$ cat config.mk
export PLATFORM = sky130hd
export DESIGN_NAME = energy_voice_activity_detector_unit
export DESIGN_NICKNAME = d
export VERILOG_FILES = /design/src/rtl/evad_pkg.sv /design/src/rtl/energy_voice_activity_detector_unit.sv /design/src/rtl/evad_div.sv /design/src/rtl/evad_sqrt.sv
export SDC_FILE = /design/constraint.sdc
export NUM_CORES = 2
export LEC_CHECK = 0
export BUFFER_PORTS_ARGS = -buffer_cell sky130_fd_sc_hd__buf_4
export CAP_MARGIN = 30
export CORE_MARGIN = 1.5
export CORE_UTILIZATION = 60
export DETAILED_ROUTE_END_ITERATION = 10
export GPL_TIMING_DRIVEN = 0
export PLACE_DENSITY_LB_ADDON = 0.08
export SYNTH_ARGS = -nofsm -noshare
export SYNTH_HDL_FRONTEND = slang
export SYNTH_SLANG_ARGS = --single-unit
$ cat constraint.sdc
create_clock -name clk -period 8.05 [get_ports clk]
set_input_delay 1.61 -clock clk [delete_from_list [all_inputs] [get_ports clk]]
set_output_delay 1.61 -clock clk [all_outputs]
set_load 0.01 [all_outputs]
$ cat src/rtl/evad_pkg.sv
// ----------------------------------------------------------------------------
// evad_pkg
// Shared sizes, register indexes, codes and handshake types of the energy
// voice activity detector.
// ----------------------------------------------------------------------------
package evad_pkg;

	// frame and segment sizing
	localparam int MAX_FRAME_SAMPLES = 1024;
	localparam int PREROLL_DEPTH     = 10;
	localparam int FRAME_MS          = 50;

	// field widths
	localparam int SAMPLE_W  = 16;
	localparam int RMS_W     = 16;
	localparam int FLOOR_W   = 24;
	localparam int MS_W      = 20;
	localparam int TOTAL_W   = 24;
	localparam int PRE_OUT_W = 4;
	localparam int CAUSE_W   = 2;

	// derived sizes
	localparam int LEN_W     = $clog2(MAX_FRAME_SAMPLES + 1);
	localparam int SUM_W     = 2 * SAMPLE_W - 1 + $clog2(MAX_FRAME_SAMPLES);
	localparam int DIVR_W    = (LEN_W > 7) ? LEN_W : 7;
	localparam int DIV_CNT_W = $clog2(SUM_W);
	localparam int RAD_W     = 2 * RMS_W;
	localparam int SQ_CNT_W  = $clog2(RMS_W);
	localparam int PRE_IDX_W = (PREROLL_DEPTH > 1) ? $clog2(PREROLL_DEPTH) : 1;
	localparam int PRE_CNT_W = $clog2(PREROLL_DEPTH + 1);
	localparam int FNUM_W    = 31;

	// digit-serial squaring
	localparam int DIG_W     = 4;
	localparam int MAC_STEPS = SAMPLE_W / DIG_W;
	localparam int STEP_W    = $clog2(MAC_STEPS);
	localparam int MCAND_W   = 2 * SAMPLE_W - DIG_W;
	localparam int PROD_W    = MCAND_W + DIG_W;

	// noise floor arithmetic (Q16.8)
	localparam logic [FLOOR_W-1:0] FLOOR_RESET   = 24'd38400;
	localparam logic [DIVR_W-1:0]  FLOOR_DIVISOR = DIVR_W'(100);

	// configuration port
	localparam int CFG_IDX_W  = 3;
	localparam int CFG_DATA_W = 16;

	localparam logic [CFG_IDX_W-1:0] REG_ENERGY_THRESHOLD = 3'd0;
	localparam logic [CFG_IDX_W-1:0] REG_START_FRAMES     = 3'd1;
	localparam logic [CFG_IDX_W-1:0] REG_SILENCE_LIMIT_MS = 3'd2;
	localparam logic [CFG_IDX_W-1:0] REG_MAX_SEGMENT_S    = 3'd3;
	localparam logic [CFG_IDX_W-1:0] REG_MIN_SEGMENT_MS   = 3'd4;
	localparam logic [CFG_IDX_W-1:0] REG_SAMPLE_RATE_HZ   = 3'd5;

	// segment end causes
	localparam logic [CAUSE_W-1:0] CAUSE_NONE    = 2'd0;
	localparam logic [CAUSE_W-1:0] CAUSE_SILENCE = 2'd1;
	localparam logic [CAUSE_W-1:0] CAUSE_MAXLEN  = 2'd2;

	// divider request and response
	typedef struct packed {
		logic              start;
		logic [SUM_W-1:0]  dividend;
		logic [DIVR_W-1:0] divisor;
	} div_req_t;

	typedef struct packed {
		logic             done;
		logic [SUM_W-1:0] quotient;
	} div_rsp_t;

	// result item, first field in the highest bits, last field in the lowest bits
	typedef struct packed {
		logic [TOTAL_W-1:0]   segment_samples;
		logic                 segment_keep;
		logic [CAUSE_W-1:0]   end_cause;
		logic                 segment_end;
		logic [PRE_OUT_W-1:0] preroll_count;
		logic                 speech_start;
		logic [FLOOR_W-1:0]   floor_level;
		logic [RMS_W-1:0]     frame_rms;
		logic                 voiced;
	} res_t;

	localparam int RES_W       = $bits(res_t);
	localparam int OUT_TDATA_W = ((RES_W + 7) / 8) * 8;

endpackage

$ cat src/rtl/energy_voice_activity_detector_unit.sv
// ----------------------------------------------------------------------------
// energy_voice_activity_detector_unit
// Frame energy voice activity detector with adaptive noise floor and segment
// start/end tracking; one result per frame-closing sample.
// ----------------------------------------------------------------------------
// Sample flow: a sample is taken in the idle state and is followed by four 4-bit digit
//   steps of the squaring accumulator; samples past the frame limit skip the steps. After
//   a frame-closing sample the input stays closed until its result is handed over.
// Result path: a frame-closing sample passes the bit-serial divider for the mean
//   (41 steps), the 16-step root, while listening a second 41-step divider pass
//   for the floor update and at a speech start the pre-roll sum of the buffered
//   frame lengths, before its result is handed over.
// Reset: arst_n clears all control and detector state, sets the noise floor to
//   150.0 and loads the configuration registers with their defaults.
// ----------------------------------------------------------------------------
module energy_voice_activity_detector_unit (
	input  logic                                 clk,
	input  logic                                 arst_n,
	// sample request
	input  logic                                 s_tvalid,
	output logic                                 s_tready,
	input  logic [evad_pkg::SAMPLE_W-1:0]        s_tdata,  // [15:0] sample
	input  logic                                 s_tlast,  // frame_last
	// frame result
	output logic                                 m_tvalid,
	input  logic                                 m_tready,
	// [0] voiced, [16:1] frame_rms, [40:17] floor_level, [41] speech_start,
	// [45:42] preroll_count, [46] segment_end, [48:47] end_cause,
	// [49] segment_keep, [73:50] segment_samples, [79:74] zero
	output logic [evad_pkg::OUT_TDATA_W-1:0]     m_tdata,
	// configuration writes
	input  logic                                 cfg_wr_en,
	input  logic [evad_pkg::CFG_IDX_W-1:0]       cfg_index,
	input  logic [evad_pkg::CFG_DATA_W-1:0]      cfg_data
);
	import evad_pkg::*;

	localparam logic [3:0] S_IDLE   = 4'd0;
	localparam logic [3:0] S_MAC    = 4'd1;
	localparam logic [3:0] S_LDQ    = 4'd2;
	localparam logic [3:0] S_WQ     = 4'd3;
	localparam logic [3:0] S_LDR    = 4'd4;
	localparam logic [3:0] S_WR     = 4'd5;
	localparam logic [3:0] S_EVAL   = 4'd6;
	localparam logic [3:0] S_WF     = 4'd7;
	localparam logic [3:0] S_PSUM   = 4'd8;
	localparam logic [3:0] S_DECIDE = 4'd9;
	localparam logic [3:0] S_OUT    = 4'd10;

	// configuration registers
	logic [14:0] thr_q;
	logic [7:0]  start_frames_q;
	logic [15:0] sil_lim_q;
	logic [9:0]  max_seg_q;
	logic [15:0] min_seg_q;
	logic [15:0] srate_q;

	// control and detector state
	logic [3:0]           state_q;
	logic [STEP_W-1:0]    step_q;
	logic [SUM_W-1:0]     sum_q;
	logic [LEN_W-1:0]     fcnt_q;
	logic [FLOOR_W-1:0]   floor_q;
	logic                 in_speech_q;
	logic [7:0]           vrun_q;
	logic [MS_W-1:0]      silent_q;
	logic [MS_W-1:0]      speech_q;
	logic [PRE_CNT_W-1:0] pfill_q;
	logic [PRE_IDX_W-1:0] pwr_q;
	logic [PRE_CNT_W-1:0] idx_q;
	logic [TOTAL_W-1:0]   total_q;
	logic                 m_tvalid_q;

	// payload
	logic [MCAND_W-1:0]   mcand_q;
	logic [SAMPLE_W-1:0]  mplier_q;
	logic                 last_q;
	logic [LEN_W-1:0]     len_q;
	logic [RMS_W-1:0]     rms_q;
	logic                 voiced_q;
	logic                 start_q;
	logic [PRE_CNT_W-1:0] pre_q;
	logic [31:0]          need_q;
	logic [LEN_W-1:0]     prl_q [PREROLL_DEPTH];
	res_t                 res_q;
	res_t                 out_q;

	// datapath
	logic                 accept;
	logic                 out_free;
	logic                 fcnt_full;
	logic [SAMPLE_W-1:0]  mag;
	logic [PROD_W-1:0]    mac_prod;
	logic [28:0]          rms_scaled;
	logic [28:0]          floor_scaled;
	logic                 voiced_c;
	logic [FNUM_W-1:0]    floor_num;
	logic [7:0]           vrun_next;
	logic [PRE_CNT_W-1:0] fill_next;
	logic [PRE_IDX_W-1:0] pwr_next;
	logic                 start_c;
	logic [MS_W:0]        speech_add;
	logic [MS_W:0]        silent_add;
	logic [TOTAL_W:0]     total_add;
	logic [MS_W-1:0]      max_ms;
	logic [CAUSE_W-1:0]   cause_c;
	logic                 end_c;
	logic [34:0]          keep_lhs;
	logic [34:0]          keep_rhs;
	logic                 keep_c;
	div_req_t             div_req;
	div_rsp_t             div_rsp;
	logic                 sq_start;
	logic                 sq_done;
	logic [RMS_W-1:0]     sq_root;

	assign accept    = s_tvalid && s_tready;
	assign out_free  = !m_tvalid_q || m_tready;
	assign fcnt_full = (fcnt_q == LEN_W'(MAX_FRAME_SAMPLES));

	// sample magnitude; the most negative sample wraps to 32768 unsigned
	assign mag      = s_tdata[SAMPLE_W-1] ? (SAMPLE_W'(0) - s_tdata) : s_tdata;
	assign mac_prod = PROD_W'(mcand_q) * PROD_W'(mplier_q[DIG_W-1:0]);

	// voiced: rms >= threshold and rms*2560 >= floor*22 (2.2 x floor in Q16.8)
	assign rms_scaled   = 29'(rms_q) * 29'd2560;
	assign floor_scaled = 29'(floor_q) * 29'd22;
	assign voiced_c     = (rms_q >= {1'b0, thr_q}) && (rms_scaled >= floor_scaled);

	// floor numerator: 0.94 floor + 0.06 rms in Q16.8, rounded, before /100
	assign floor_num = FNUM_W'(floor_q) * FNUM_W'(94) + FNUM_W'(rms_q) * FNUM_W'(1536)
		+ FNUM_W'(50);

	// listening bookkeeping
	assign vrun_next = voiced_q ? ((vrun_q == 8'hFF) ? 8'hFF : vrun_q + 8'd1) : 8'd0;
	assign fill_next = (pfill_q == PRE_CNT_W'(PREROLL_DEPTH)) ? pfill_q : pfill_q + 1'b1;
	assign pwr_next  = (pwr_q == PRE_IDX_W'(PREROLL_DEPTH - 1)) ? '0 : pwr_q + 1'b1;
	assign start_c   = (vrun_next >= start_frames_q);

	// segment timers and length, saturating
	assign speech_add = {1'b0, speech_q} + (MS_W + 1)'(FRAME_MS);
	assign silent_add = {1'b0, silent_q} + (MS_W + 1)'(FRAME_MS);
	assign total_add  = {1'b0, total_q} + (TOTAL_W + 1)'(len_q);

	// end test: silence limit wins over maximum length
	assign max_ms  = MS_W'(max_seg_q) * MS_W'(1000);
	assign cause_c = (silent_q >= MS_W'(sil_lim_q)) ? CAUSE_SILENCE :
		(speech_q >= max_ms) ? CAUSE_MAXLEN : CAUSE_NONE;
	assign end_c   = in_speech_q && (cause_c != CAUSE_NONE);

	// keep: 2*total >= floor(2*rate*min/1000)  <=>  2*rate*min < 1000*(2*total+1)
	assign keep_lhs = 35'({need_q, 1'b0});
	assign keep_rhs = 35'({total_q, 1'b1}) * 35'd1000;
	assign keep_c   = (keep_lhs < keep_rhs);

	// shared divider: frame mean first, then the floor update while listening
	always_comb begin
		div_req.start    = (state_q == S_LDQ) || ((state_q == S_EVAL) && !in_speech_q);
		div_req.dividend = (state_q == S_LDQ) ? sum_q : SUM_W'(floor_num);
		div_req.divisor  = (state_q == S_LDQ) ? DIVR_W'(fcnt_q) : FLOOR_DIVISOR;
	end

	evad_div u_div (
		.clk    (clk),
		.arst_n (arst_n),
		.req    (div_req),
		.rsp    (div_rsp)
	);

	assign sq_start = (state_q == S_LDR);

	evad_sqrt u_sqrt (
		.clk      (clk),
		.arst_n   (arst_n),
		.start    (sq_start),
		.radicand (div_rsp.quotient[RAD_W-1:0]),
		.done     (sq_done),
		.root     (sq_root)
	);

	// configuration writes
	always_ff @(posedge clk or negedge arst_n) begin
		if (!arst_n) begin
			thr_q          <= 15'd500;
			start_frames_q <= 8'd3;
			sil_lim_q      <= 16'd800;
			max_seg_q      <= 10'd30;
			min_seg_q      <= 16'd400;
			srate_q        <= 16'd16000;
		end else if (cfg_wr_en) begin
			case (cfg_index)
				REG_ENERGY_THRESHOLD: thr_q          <= cfg_data[14:0];
				REG_START_FRAMES:     start_frames_q <= cfg_data[7:0];
				REG_SILENCE_LIMIT_MS: sil_lim_q      <= cfg_data;
				REG_MAX_SEGMENT_S:    max_seg_q      <= cfg_data[9:0];
				REG_MIN_SEGMENT_MS:   min_seg_q      <= cfg_data;
				REG_SAMPLE_RATE_HZ:   srate_q        <= cfg_data;
				default: ;
			endcase
		end
	end

	// sequencer and detector state
	always_ff @(posedge clk or negedge arst_n) begin
		if (!arst_n) begin
			state_q     <= S_IDLE;
			step_q      <= '0;
			sum_q       <= '0;
			fcnt_q      <= '0;
			floor_q     <= FLOOR_RESET;
			in_speech_q <= 1'b0;
			vrun_q      <= '0;
			silent_q    <= '0;
			speech_q    <= '0;
			pfill_q     <= '0;
			pwr_q       <= '0;
			idx_q       <= '0;
			total_q     <= '0;
		end else begin
			case (state_q)
				S_IDLE: begin
					if (accept) begin
						if (!fcnt_full) begin
							fcnt_q  <= fcnt_q + 1'b1;
							step_q  <= '0;
							state_q <= S_MAC;
						end else if (s_tlast) begin
							state_q <= S_LDQ;
						end
					end
				end
				S_MAC: begin
					// add one digit's partial product of the square
					sum_q  <= sum_q + SUM_W'(mac_prod);
					step_q <= step_q + 1'b1;
					if (step_q == STEP_W'(MAC_STEPS - 1)) begin
						state_q <= last_q ? S_LDQ : S_IDLE;
					end
				end
				S_LDQ: begin
					sum_q   <= '0;
					fcnt_q  <= '0;
					state_q <= S_WQ;
				end
				S_WQ: begin
					if (div_rsp.done) begin
						state_q <= S_LDR;
					end
				end
				S_LDR: begin
					state_q <= S_WR;
				end
				S_WR: begin
					if (sq_done) begin
						state_q <= S_EVAL;
					end
				end
				S_EVAL: begin
					if (in_speech_q) begin
						total_q  <= total_add[TOTAL_W] ? {TOTAL_W{1'b1}} : total_add[TOTAL_W-1:0];
						speech_q <= speech_add[MS_W] ? {MS_W{1'b1}} : speech_add[MS_W-1:0];
						if (voiced_c) begin
							silent_q <= '0;
						end else begin
							silent_q <= silent_add[MS_W] ? {MS_W{1'b1}} : silent_add[MS_W-1:0];
						end
						state_q <= S_DECIDE;
					end else begin
						state_q <= S_WF;
					end
				end
				S_WF: begin
					if (div_rsp.done) begin
						floor_q <= div_rsp.quotient[FLOOR_W-1:0];
						vrun_q  <= vrun_next;
						if (start_c) begin
							in_speech_q <= 1'b1;
							total_q     <= '0;
							idx_q       <= '0;
							pfill_q     <= '0;
							pwr_q       <= '0;
							silent_q    <= '0;
							speech_q    <= '0;
							state_q     <= S_PSUM;
						end else begin
							pfill_q <= fill_next;
							pwr_q   <= pwr_next;
							state_q <= S_DECIDE;
						end
					end
				end
				S_PSUM: begin
					// sum the buffered frame lengths that open the segment
					if (idx_q < pre_q) begin
						total_q <= total_q + TOTAL_W'(prl_q[idx_q[PRE_IDX_W-1:0]]);
						idx_q   <= idx_q + 1'b1;
					end else begin
						state_q <= S_DECIDE;
					end
				end
				S_DECIDE: begin
					// segment end drops back to listening state
					if (end_c) begin
						floor_q     <= FLOOR_RESET;
						in_speech_q <= 1'b0;
						vrun_q      <= '0;
						silent_q    <= '0;
						speech_q    <= '0;
						pfill_q     <= '0;
						pwr_q       <= '0;
						total_q     <= '0;
					end
					state_q <= S_OUT;
				end
				S_OUT: begin
					if (out_free) begin
						state_q <= S_IDLE;
					end
				end
				default: begin
					state_q <= S_IDLE;
				end
			endcase
		end
	end

	// raise the result request on hand-over, drop it once taken
	always_ff @(posedge clk or negedge arst_n) begin
		if (!arst_n) begin
			m_tvalid_q <= 1'b0;
		end else if (state_q == S_OUT && out_free) begin
			m_tvalid_q <= 1'b1;
		end else if (m_tready) begin
			m_tvalid_q <= 1'b0;
		end
	end

	// payload registers
	always_ff @(posedge clk) begin
		if (state_q == S_IDLE && accept) begin
			mcand_q  <= MCAND_W'(mag);
			mplier_q <= mag;
			last_q   <= s_tlast;
		end
		if (state_q == S_MAC) begin
			mcand_q  <= mcand_q << DIG_W;
			mplier_q <= mplier_q >> DIG_W;
		end
		if (state_q == S_LDQ) begin
			len_q <= fcnt_q;
		end
		if (state_q == S_WR && sq_done) begin
			rms_q <= sq_root;
		end
		if (state_q == S_EVAL) begin
			voiced_q <= voiced_c;
			start_q  <= 1'b0;
			pre_q    <= '0;
			need_q   <= 32'(srate_q) * 32'(min_seg_q);
		end
		if (state_q == S_WF && div_rsp.done) begin
			prl_q[pwr_q] <= len_q;
			if (start_c) begin
				start_q <= 1'b1;
				pre_q   <= fill_next;
			end
		end
		if (state_q == S_DECIDE) begin
			res_q.voiced          <= voiced_q;
			res_q.frame_rms       <= rms_q;
			res_q.floor_level     <= floor_q;
			res_q.speech_start    <= start_q;
			res_q.preroll_count   <= PRE_OUT_W'(pre_q);
			res_q.segment_end     <= end_c;
			res_q.end_cause       <= in_speech_q ? cause_c : CAUSE_NONE;
			res_q.segment_keep    <= end_c && keep_c;
			res_q.segment_samples <= in_speech_q ? total_q : '0;
		end
		if (state_q == S_OUT && out_free) begin
			out_q <= res_q;
		end
	end

	assign s_tready = (state_q == S_IDLE);
	assign m_tvalid = m_tvalid_q;
	assign m_tdata  = {(OUT_TDATA_W - RES_W)'(0), out_q};

endmodule

$ cat src/rtl/evad_div.sv
// ----------------------------------------------------------------------------
// evad_div
// Bit-serial restoring divider: one quotient bit per cycle, SUM_W quotient bits.
// ----------------------------------------------------------------------------
module evad_div (
	input  logic                clk,
	input  logic                arst_n,
	input  evad_pkg::div_req_t  req,
	output evad_pkg::div_rsp_t  rsp
);
	import evad_pkg::*;

	logic                 busy_q;
	logic                 done_q;
	logic [DIV_CNT_W-1:0] cnt_q;
	logic [SUM_W-1:0]     quo_q;
	logic [DIVR_W-1:0]    rem_q;
	logic [DIVR_W-1:0]    dvs_q;
	logic [DIVR_W:0]      trial;
	logic [DIVR_W:0]      diff;
	logic                 fits;

	// shift the next dividend bit into the partial remainder and try a subtract
	assign trial = {rem_q, quo_q[SUM_W-1]};
	assign diff  = trial - {1'b0, dvs_q};
	assign fits  = (trial >= {1'b0, dvs_q});

	// step count and completion
	always_ff @(posedge clk or negedge arst_n) begin
		if (!arst_n) begin
			busy_q <= 1'b0;
			done_q <= 1'b0;
			cnt_q  <= '0;
		end else begin
			done_q <= 1'b0;
			if (req.start) begin
				busy_q <= 1'b1;
				cnt_q  <= '0;
			end else if (busy_q) begin
				if (cnt_q == DIV_CNT_W'(SUM_W - 1)) begin
					busy_q <= 1'b0;
					done_q <= 1'b1;
				end
				cnt_q <= cnt_q + 1'b1;
			end
		end
	end

	// dividend shifts out as quotient bits shift in
	always_ff @(posedge clk) begin
		if (req.start) begin
			quo_q <= req.dividend;
			rem_q <= '0;
			dvs_q <= req.divisor;
		end else if (busy_q) begin
			quo_q <= {quo_q[SUM_W-2:0], fits};
			rem_q <= fits ? diff[DIVR_W-1:0] : trial[DIVR_W-1:0];
		end
	end

	assign rsp.done     = done_q;
	assign rsp.quotient = quo_q;

endmodule

$ cat src/rtl/evad_sqrt.sv
// ----------------------------------------------------------------------------
// evad_sqrt
// Digit-by-digit integer square root: two radicand bits and one root bit per
// cycle, RMS_W root bits.
// ----------------------------------------------------------------------------
module evad_sqrt (
	input  logic                          clk,
	input  logic                          arst_n,
	input  logic                          start,
	input  logic [evad_pkg::RAD_W-1:0]    radicand,
	output logic                          done,
	output logic [evad_pkg::RMS_W-1:0]    root
);
	import evad_pkg::*;

	logic                busy_q;
	logic                done_q;
	logic [SQ_CNT_W-1:0] cnt_q;
	logic [RAD_W-1:0]    rad_q;
	logic [RMS_W+1:0]    rem_q;
	logic [RMS_W-1:0]    root_q;
	logic [RMS_W+3:0]    rem_sh;
	logic [RMS_W+3:0]    trial;
	logic [RMS_W+3:0]    diff;
	logic                fits;

	// bring down the next bit pair and test root*4+1
	assign rem_sh = {rem_q, rad_q[RAD_W-1 -: 2]};
	assign trial  = {2'b00, root_q, 2'b01};
	assign diff   = rem_sh - trial;
	assign fits   = (rem_sh >= trial);

	// step count and completion
	always_ff @(posedge clk or negedge arst_n) begin
		if (!arst_n) begin
			busy_q <= 1'b0;
			done_q <= 1'b0;
			cnt_q  <= '0;
		end else begin
			done_q <= 1'b0;
			if (start) begin
				busy_q <= 1'b1;
				cnt_q  <= '0;
			end else if (busy_q) begin
				if (cnt_q == SQ_CNT_W'(RMS_W - 1)) begin
					busy_q <= 1'b0;
					done_q <= 1'b1;
				end
				cnt_q <= cnt_q + 1'b1;
			end
		end
	end

	// radicand shifts out two bits a step, root grows one bit a step
	always_ff @(posedge clk) begin
		if (start) begin
			rad_q  <= radicand;
			rem_q  <= '0;
			root_q <= '0;
		end else if (busy_q) begin
			rad_q  <= {rad_q[RAD_W-3:0], 2'b00};
			rem_q  <= fits ? diff[RMS_W+1:0] : rem_sh[RMS_W+1:0];
			root_q <= {root_q[RMS_W-2:0], fits};
		end
	end

	assign done = done_q;
	assign root = root_q;

endmodule

# After elaboration in Yosys (flattened, before gate mapping)

Memories as Yosys holds them, arrays and structs flattened.
Index checks and enable logic that the tools add are counted.

Add/sub/neg operators: 18
$mul: 8
Magnitude comparators: 9
Equality and inequality tests: 35
Mux-type cells: 102
Reduce and logical (&&, ||, !) cells: 41

Operators by type and width:

| cell                                                | count |
|---|---|
| two-way mux 24 bit                                  | 8 |
| two-way mux 20 bit                                  | 8 |
| two-way mux 41 bit                                  | 3 |
| case mux 20 bit (3 select lines)                    | 2 |
| two-way mux 4 bit                                   | 25 |
| case mux 24 bit (4 select lines)                    | 1 |
| case mux 41 bit (2 select lines)                    | 1 |
| two-way mux 32 bit                                  | 2 |
| two-way mux 28 bit                                  | 2 |
| case mux 24 bit (2 select lines)                    | 1 |
| case mux 4 bit (11 select lines)                    | 1 |
| adder 20 x 6 -> 21 bit (second input constant)      | 2 |
| adder 41 x 32 -> 41 bit                             | 1 |
| < comparator 33 x 35 -> 1 bit                       | 1 |
| two-way mux 11 bit                                  | 3 |
| multiplier 16 x 16 -> 32 bit                        | 1 |
| multiplier 25 x 7 -> 32 bit (second input constant) | 1 |
| multiplier 28 x 4 -> 32 bit                         | 1 |
| two-way mux 8 bit                                   | 4 |
| adder 31 x 27 -> 31 bit                             | 1 |
| adder 31 x 6 -> 31 bit (second input constant)      | 1 |
| multiplier 24 x 6 -> 30 bit (second input constant) | 1 |
| greater-or-equal comparator 28 x 29 -> 1 bit        | 1 |
| multiplier 24 x 4 -> 28 bit (second input constant) | 1 |
| 59 further kinds                                    | 140 |

Register bits: 650
Bits in writable memories: 110
Logic and storage cells: 275
Memories: 1

Memories:

| name  | depth | bits a word | rd ports | clocked after memory_dff | wr ports | RTL line                                  | text |
|---|---|---|---|---|---|---|---|
| prl_q | 10    | 11          | 1        | 0                        | 1        | energy_voice_activity_detector_unit.sv:84 | `logic [LEN_W-1:0] prl_q [PREROLL_DEPTH];` |

# Depth between registers and ports, before layout

Depth in word-level cells: 8
Depth in mapped cells: 29
Depth with buffers taken out: 29

# Cells and area by module

From an unflattened synthesis, not the netlist that was laid out.

Cell total of the unflattened synthesis: 5787
Area, all modules: 60284.1 um^2

By module, submodules not included:

| module                              | instances | cells an instance | area an instance (um^2) | sequential area each (um^2) |
|---|---|---|---|---|
| energy_voice_activity_detector_unit | 1         | 5125              | 52704.3                 | 17126.4 |
| evad_sqrt                           | 1         | 373               | 3976.3                  | 1791.7 |
| evad_div                            | 1         | 289               | 3603.5                  | 1981.9 |

# Worst setup path before layout

Ideal clock, no wire load.

Path kind: input -> register
Start: in m_tready
End: reg out_q, in the netlist m_tdata[0], enable pin
Library setup time: 612 ps
Arrival: 7094 ps
Setup slack: 344 ps
Stages on the path: 2
Buffers on the path: 0
Path through: nand2b_1 nor3b_1

Word-level cells in the longest chain between the ends: 2

RTL lines:

| item                   | RTL line                                   | text |
|---|---|---|
| start: declaration     | energy_voice_activity_detector_unit.sv:26  | `input logic m_tready,` |
| logical OR 1 bit       | energy_voice_activity_detector_unit.sv:118 | `assign out_free = !m_tvalid_q \|\| m_tready;` |
| logical AND 1 bit      | energy_voice_activity_detector_unit.sv:379 | `if (state_q == S_OUT && out_free) begin` |
| end signal: assignment | energy_voice_activity_detector_unit.sv:380 | `out_q <= res_q;` |
| end: declaration       | energy_voice_activity_detector_unit.sv:86  | `res_t out_q;` |

Every way passes these cells.
A chain may end at the register's enable or synchronous reset.

# Worst setup path in the final report

Start: reg min_seg_q[8]
End: reg need_q[29], data pin

Word-level cells in the longest chain between the ends: 1

RTL lines:

| item                         | RTL line                                   | text |
|---|---|---|
| start: declaration           | energy_voice_activity_detector_unit.sv:55  | `logic [15:0] min_seg_q;` |
| start signal: assignment     | energy_voice_activity_detector_unit.sv:196 | `REG_MIN_SEGMENT_MS: min_seg_q <= cfg_data;` |
| multiplier 16 x 16 -> 32 bit | energy_voice_activity_detector_unit.sv:359 | `need_q <= 32'(srate_q) * 32'(min_seg_q);` |
| end signal: assignment       | energy_voice_activity_detector_unit.sv:359 |  |
| end: declaration             | energy_voice_activity_detector_unit.sv:83  | `logic [31:0] need_q;` |

Every way passes these cells.

==> impl_metrics.py <==
metrics = {
    "clock_tree": {
        "ctsHoldBuffers": 0,
        "cts_buffer_depth": 3,
        "clock_latency_ns": 0.70,
        "cts.sinks": 758,
        "clk_pin_slew_ns": 0.06,
        "tritoncts": "built",
        "htreeDepth": 3,
        "clockRootBuffer": "clkbuf_16",
        "cts_inserted_buffers": 84,
    },
    "critical_path": {
        "cp.required_ns": 8.45,
        "cp-start-kind": "flip-flop",
        "path_max_fanout": 10,
        "criticalPathCategory": "reg -> reg",
        "critPathMaxStageDelay_ns": 0.61,
        "rr_startpoint": "min_seg_q[8]",
        "cp_slowest_cell": "clkbuf_1",
        "end_kind": "flip-flop",
        "r2r-end": "need_q[29]",
        "r2r_setup_slack_ns": 0.39,
        "ff2ff_path_depth": 26,
        "timing.critical_path.mode_cell": "fa_1",
        "cp.arrival_ns": 8.06,
    },
    "sta": {
        "fmax_mhz": 131,
        "max_slew_margin": 0.326,
        "finalSetupViolCount": 0,
        "period_share": 0.951,
        "finClkSkew_ns": 0.0650,
        "rsz0062_at_grt": "no",
        "tightest_slew_ns": 1.00,
        "drv_slew": 0,
        "finalCriticalPeriod_ns": 7.66,
        "hold_viol_final": 0,
    },
    "synthesis": {
        "synthCells": 5868,
        "synth-adder-area-share": 0.282,
        "synth_top_family_by_area": "adder cells",
        "synthMuxAreaShare": 0.0267,
        "synth_edf_count": 437,
        "synth_flop_cell": "edfxtp_1",
        "yosys_warnings": 0,
        "synthSimpleGateAreaFrac": 0.124,
        "synth_compound_area_frac": 0.122,
        "synth_area_sq_mm": 0.0598,
        "ys_seq_area_frac": 0.350,
        "async_flop_share": 0.347,
        "synth-xor-area-share": 0.0361,
        "ys_ff_latch": 758,
        "syn_avg_cell_area_sq_um": 10.2,
        "synth_cell_types": 97,
    },
    "floorplanning": {
        "ios": 123,
        "die-area_sq_mm": 0.102,
        "core_area_sq_mm": 0.0986,
        "die_x_microns": 319,
        "start_util": 0.606,
        "die_h_microns": 319,
        "num_rows": 115,
    },
    "global_route": {
        "grt_start_max_net_pins": 103,
        "grt.total_usage": 0.299,
        "grt_overflow_total": 0,
        "grt_pass1_vias": 43900,
        "antenna_found_initial": 4,
        "grt_pass1_wl_mm": 239,
    },
    "placement": {
        "port_buffers": 115,
        "place.gp.congestion": 0.938,
        "place_inst": 7300,
        "dp_hpwl_mm": 114,
    },
    "finish": {
        "diodes": 0,
        "instances_no_fill": 7465,
        "fill_cells": 7811,
        "area_growth_pct": 9.94,
        "nets": 7204,
        "drive_above_1_share": 0.0754,
    },
    "route": {
        "drtAntennaViolNets": 0,
        "drtIter0Drc": 3487,
        "wl_mm": 149,
        "dr.pass1.iters": 6,
        "wire_per_inst_microns": 19.9,
        "vias": 44000,
        "route.detailed.drc": 0,
        "viasPerCell": 5.89,
    },
    "hold_path": {
        "holdPathStages": 0,
        "min-delay-start": "res_q[24]",
        "hold_end": "m_tdata[24]",
        "min_path_type": "reg -> reg",
    },
    "run": {
        "cap_violations": 0,
    },
    "run_status": {
        "outcome": "complete, no violations",
    },
}
[logic make-up after synthesis]
group / after synthesis
simple gates: 1570
fa+ha+maj: 1057
xor+xnor: 246
flops: 758
buf+inv: 936
other cells: 1
compound gates: 1174
mux: 126
[metal layers]
| metal | track usage | vias to the layer above | routed length [microns] |
|---|---|---|---|
| met5 | 0 | - | 0 |
| met4 | 0.0893 | 0 | 4320 |
| met3 | 0.0479 | 256 | 9270 |
| met2 | 0.488 | 1324 | 70600 |
| met1 | 0.412 | 21900 | 64500 |
| li1 | - | 20500 | - |
[placed cells by master (no fill, tap or decap), types with 171 or more instances in the layout]
| master | n |
|---|---|
| a21oi_1 | 352 |
| and2_1 | 179 |
| clkbuf_1 | 171 |
| dfrtp_1 | 232 |
| edfxtp_1 | 437 |
| fa_1 | 485 |
| ha_1 | 572 |
| inv_1 | 742 |
| nand2_1 | 646 |
| nor2_1 | 249 |
| o21ai_0 | 317 |
[per-stage QoR]
| stage | setup WS [ns] | area [sq um] | setup TNS [ns] | util | hold slack [ns] |
|---|---|---|---|---|---|
| final | 0.393 | 65700 | 0 | 0.667 | 0.390 |
| after global routing | 0.0162 | 65700 | 0 | 0.667 | 0.398 |
| after CTS | 0.142 | 65600 | 0 | 0.666 | 0.388 |
| after detailed placement | 0.0611 | 62600 | 0 | 0.636 | 0.405 |
| after global placement | -3.75 | 62300 | -280.69 | 0.632 | 0.401 |
| after floorplan | 0.344 | 59800 | 0 | - | 0.400 |
[state kept, by name, indices dropped and copies added, names as in the netlist, 24 cells and up]
signal / count
u_div.quo_q: 41
sum_q: 41
prl_q: 110
u_sqrt.rad_q: 32
mcand_q: 28
need_q: 30
res_q: 74
floor_q: 24
m_tdata: 74
total_q: 24
[timing repair]
action / in CTS / in global routing
buffers inserted: 0 / 4
endpoints found under the setup margin: 1 / 23
resized for setup: 1 / 9
[worst max-delay path by stage]
stage                  from     endpoint  slack [ns]  cells past startpoint
2_1_floorplan      m_tready   m_tdata[0]        0.34                      2
3_3_place_gp       m_tready  m_tdata[37]       -3.75                      3
3_5_place_dp     total_q[1]    res_q[49]        0.06                     25
4_1_cts        max_seg_q[2]  floor_q[22]        0.14                     25
5_1_grt          total_q[0]    res_q[49]        0.02                     25
6_report       min_seg_q[8]   need_q[29]        0.39                     26
[cells in the mapped netlist, drive strengths merged, types with 54 or more instances]
cell / number / area, sq um
a21o: 126 / 947
dfxtp: 58 / 1160
ha: 572 / 7160
xor2: 108 / 946
o21ai: 334 / 1680
clkbuf: 162 / 609
nor2b: 54 / 340
xnor2: 138 / 1210
dfrtp: 235 / 5880
edfxtp: 437 / 13100
nand2b: 60 / 375
fa: 485 / 9710
nor2: 250 / 941
inv: 743 / 2790
nand3: 133 / 666
and2: 181 / 1130
nor3: 66 / 335
a21oi: 355 / 1790
mux2i: 56 / 561
nand2: 648 / 2430
[critical path: cells and delay by family, from the launching register on]
| kind | cells | cell delay, ns |
|---|---|---|
| adders and majority gates | 7 | 3.50 |
| AOI/OAI and AO/OA | 7 | 1.53 |
| buffers and inverters | 7 | 1.31 |
| DFF | 1 | 0.51 |
| and+or+nand+nor | 4 | 0.50 |
| xor gates and xnor gates | 1 | 0.12 |
[layout make-up]
cell class	instances	area, sq um	share of cell area
Buffer	193	777	0.0118
Clock buffer	112	2430	0.0371
Clock inverter	46	531	0.00807
Inverter	743	2790	0.0425
Multi-Input combinational cell	4179	35400	0.538
Sequential cell	758	20900	0.318
Tap cell	1287	1610	0.0245
Timing Repair Buffer	147	1280	0.0195
Power is left out: the tool's default activity adds up to more than one toggle a clock period on the data nets, which glitch-free logic cannot reach.
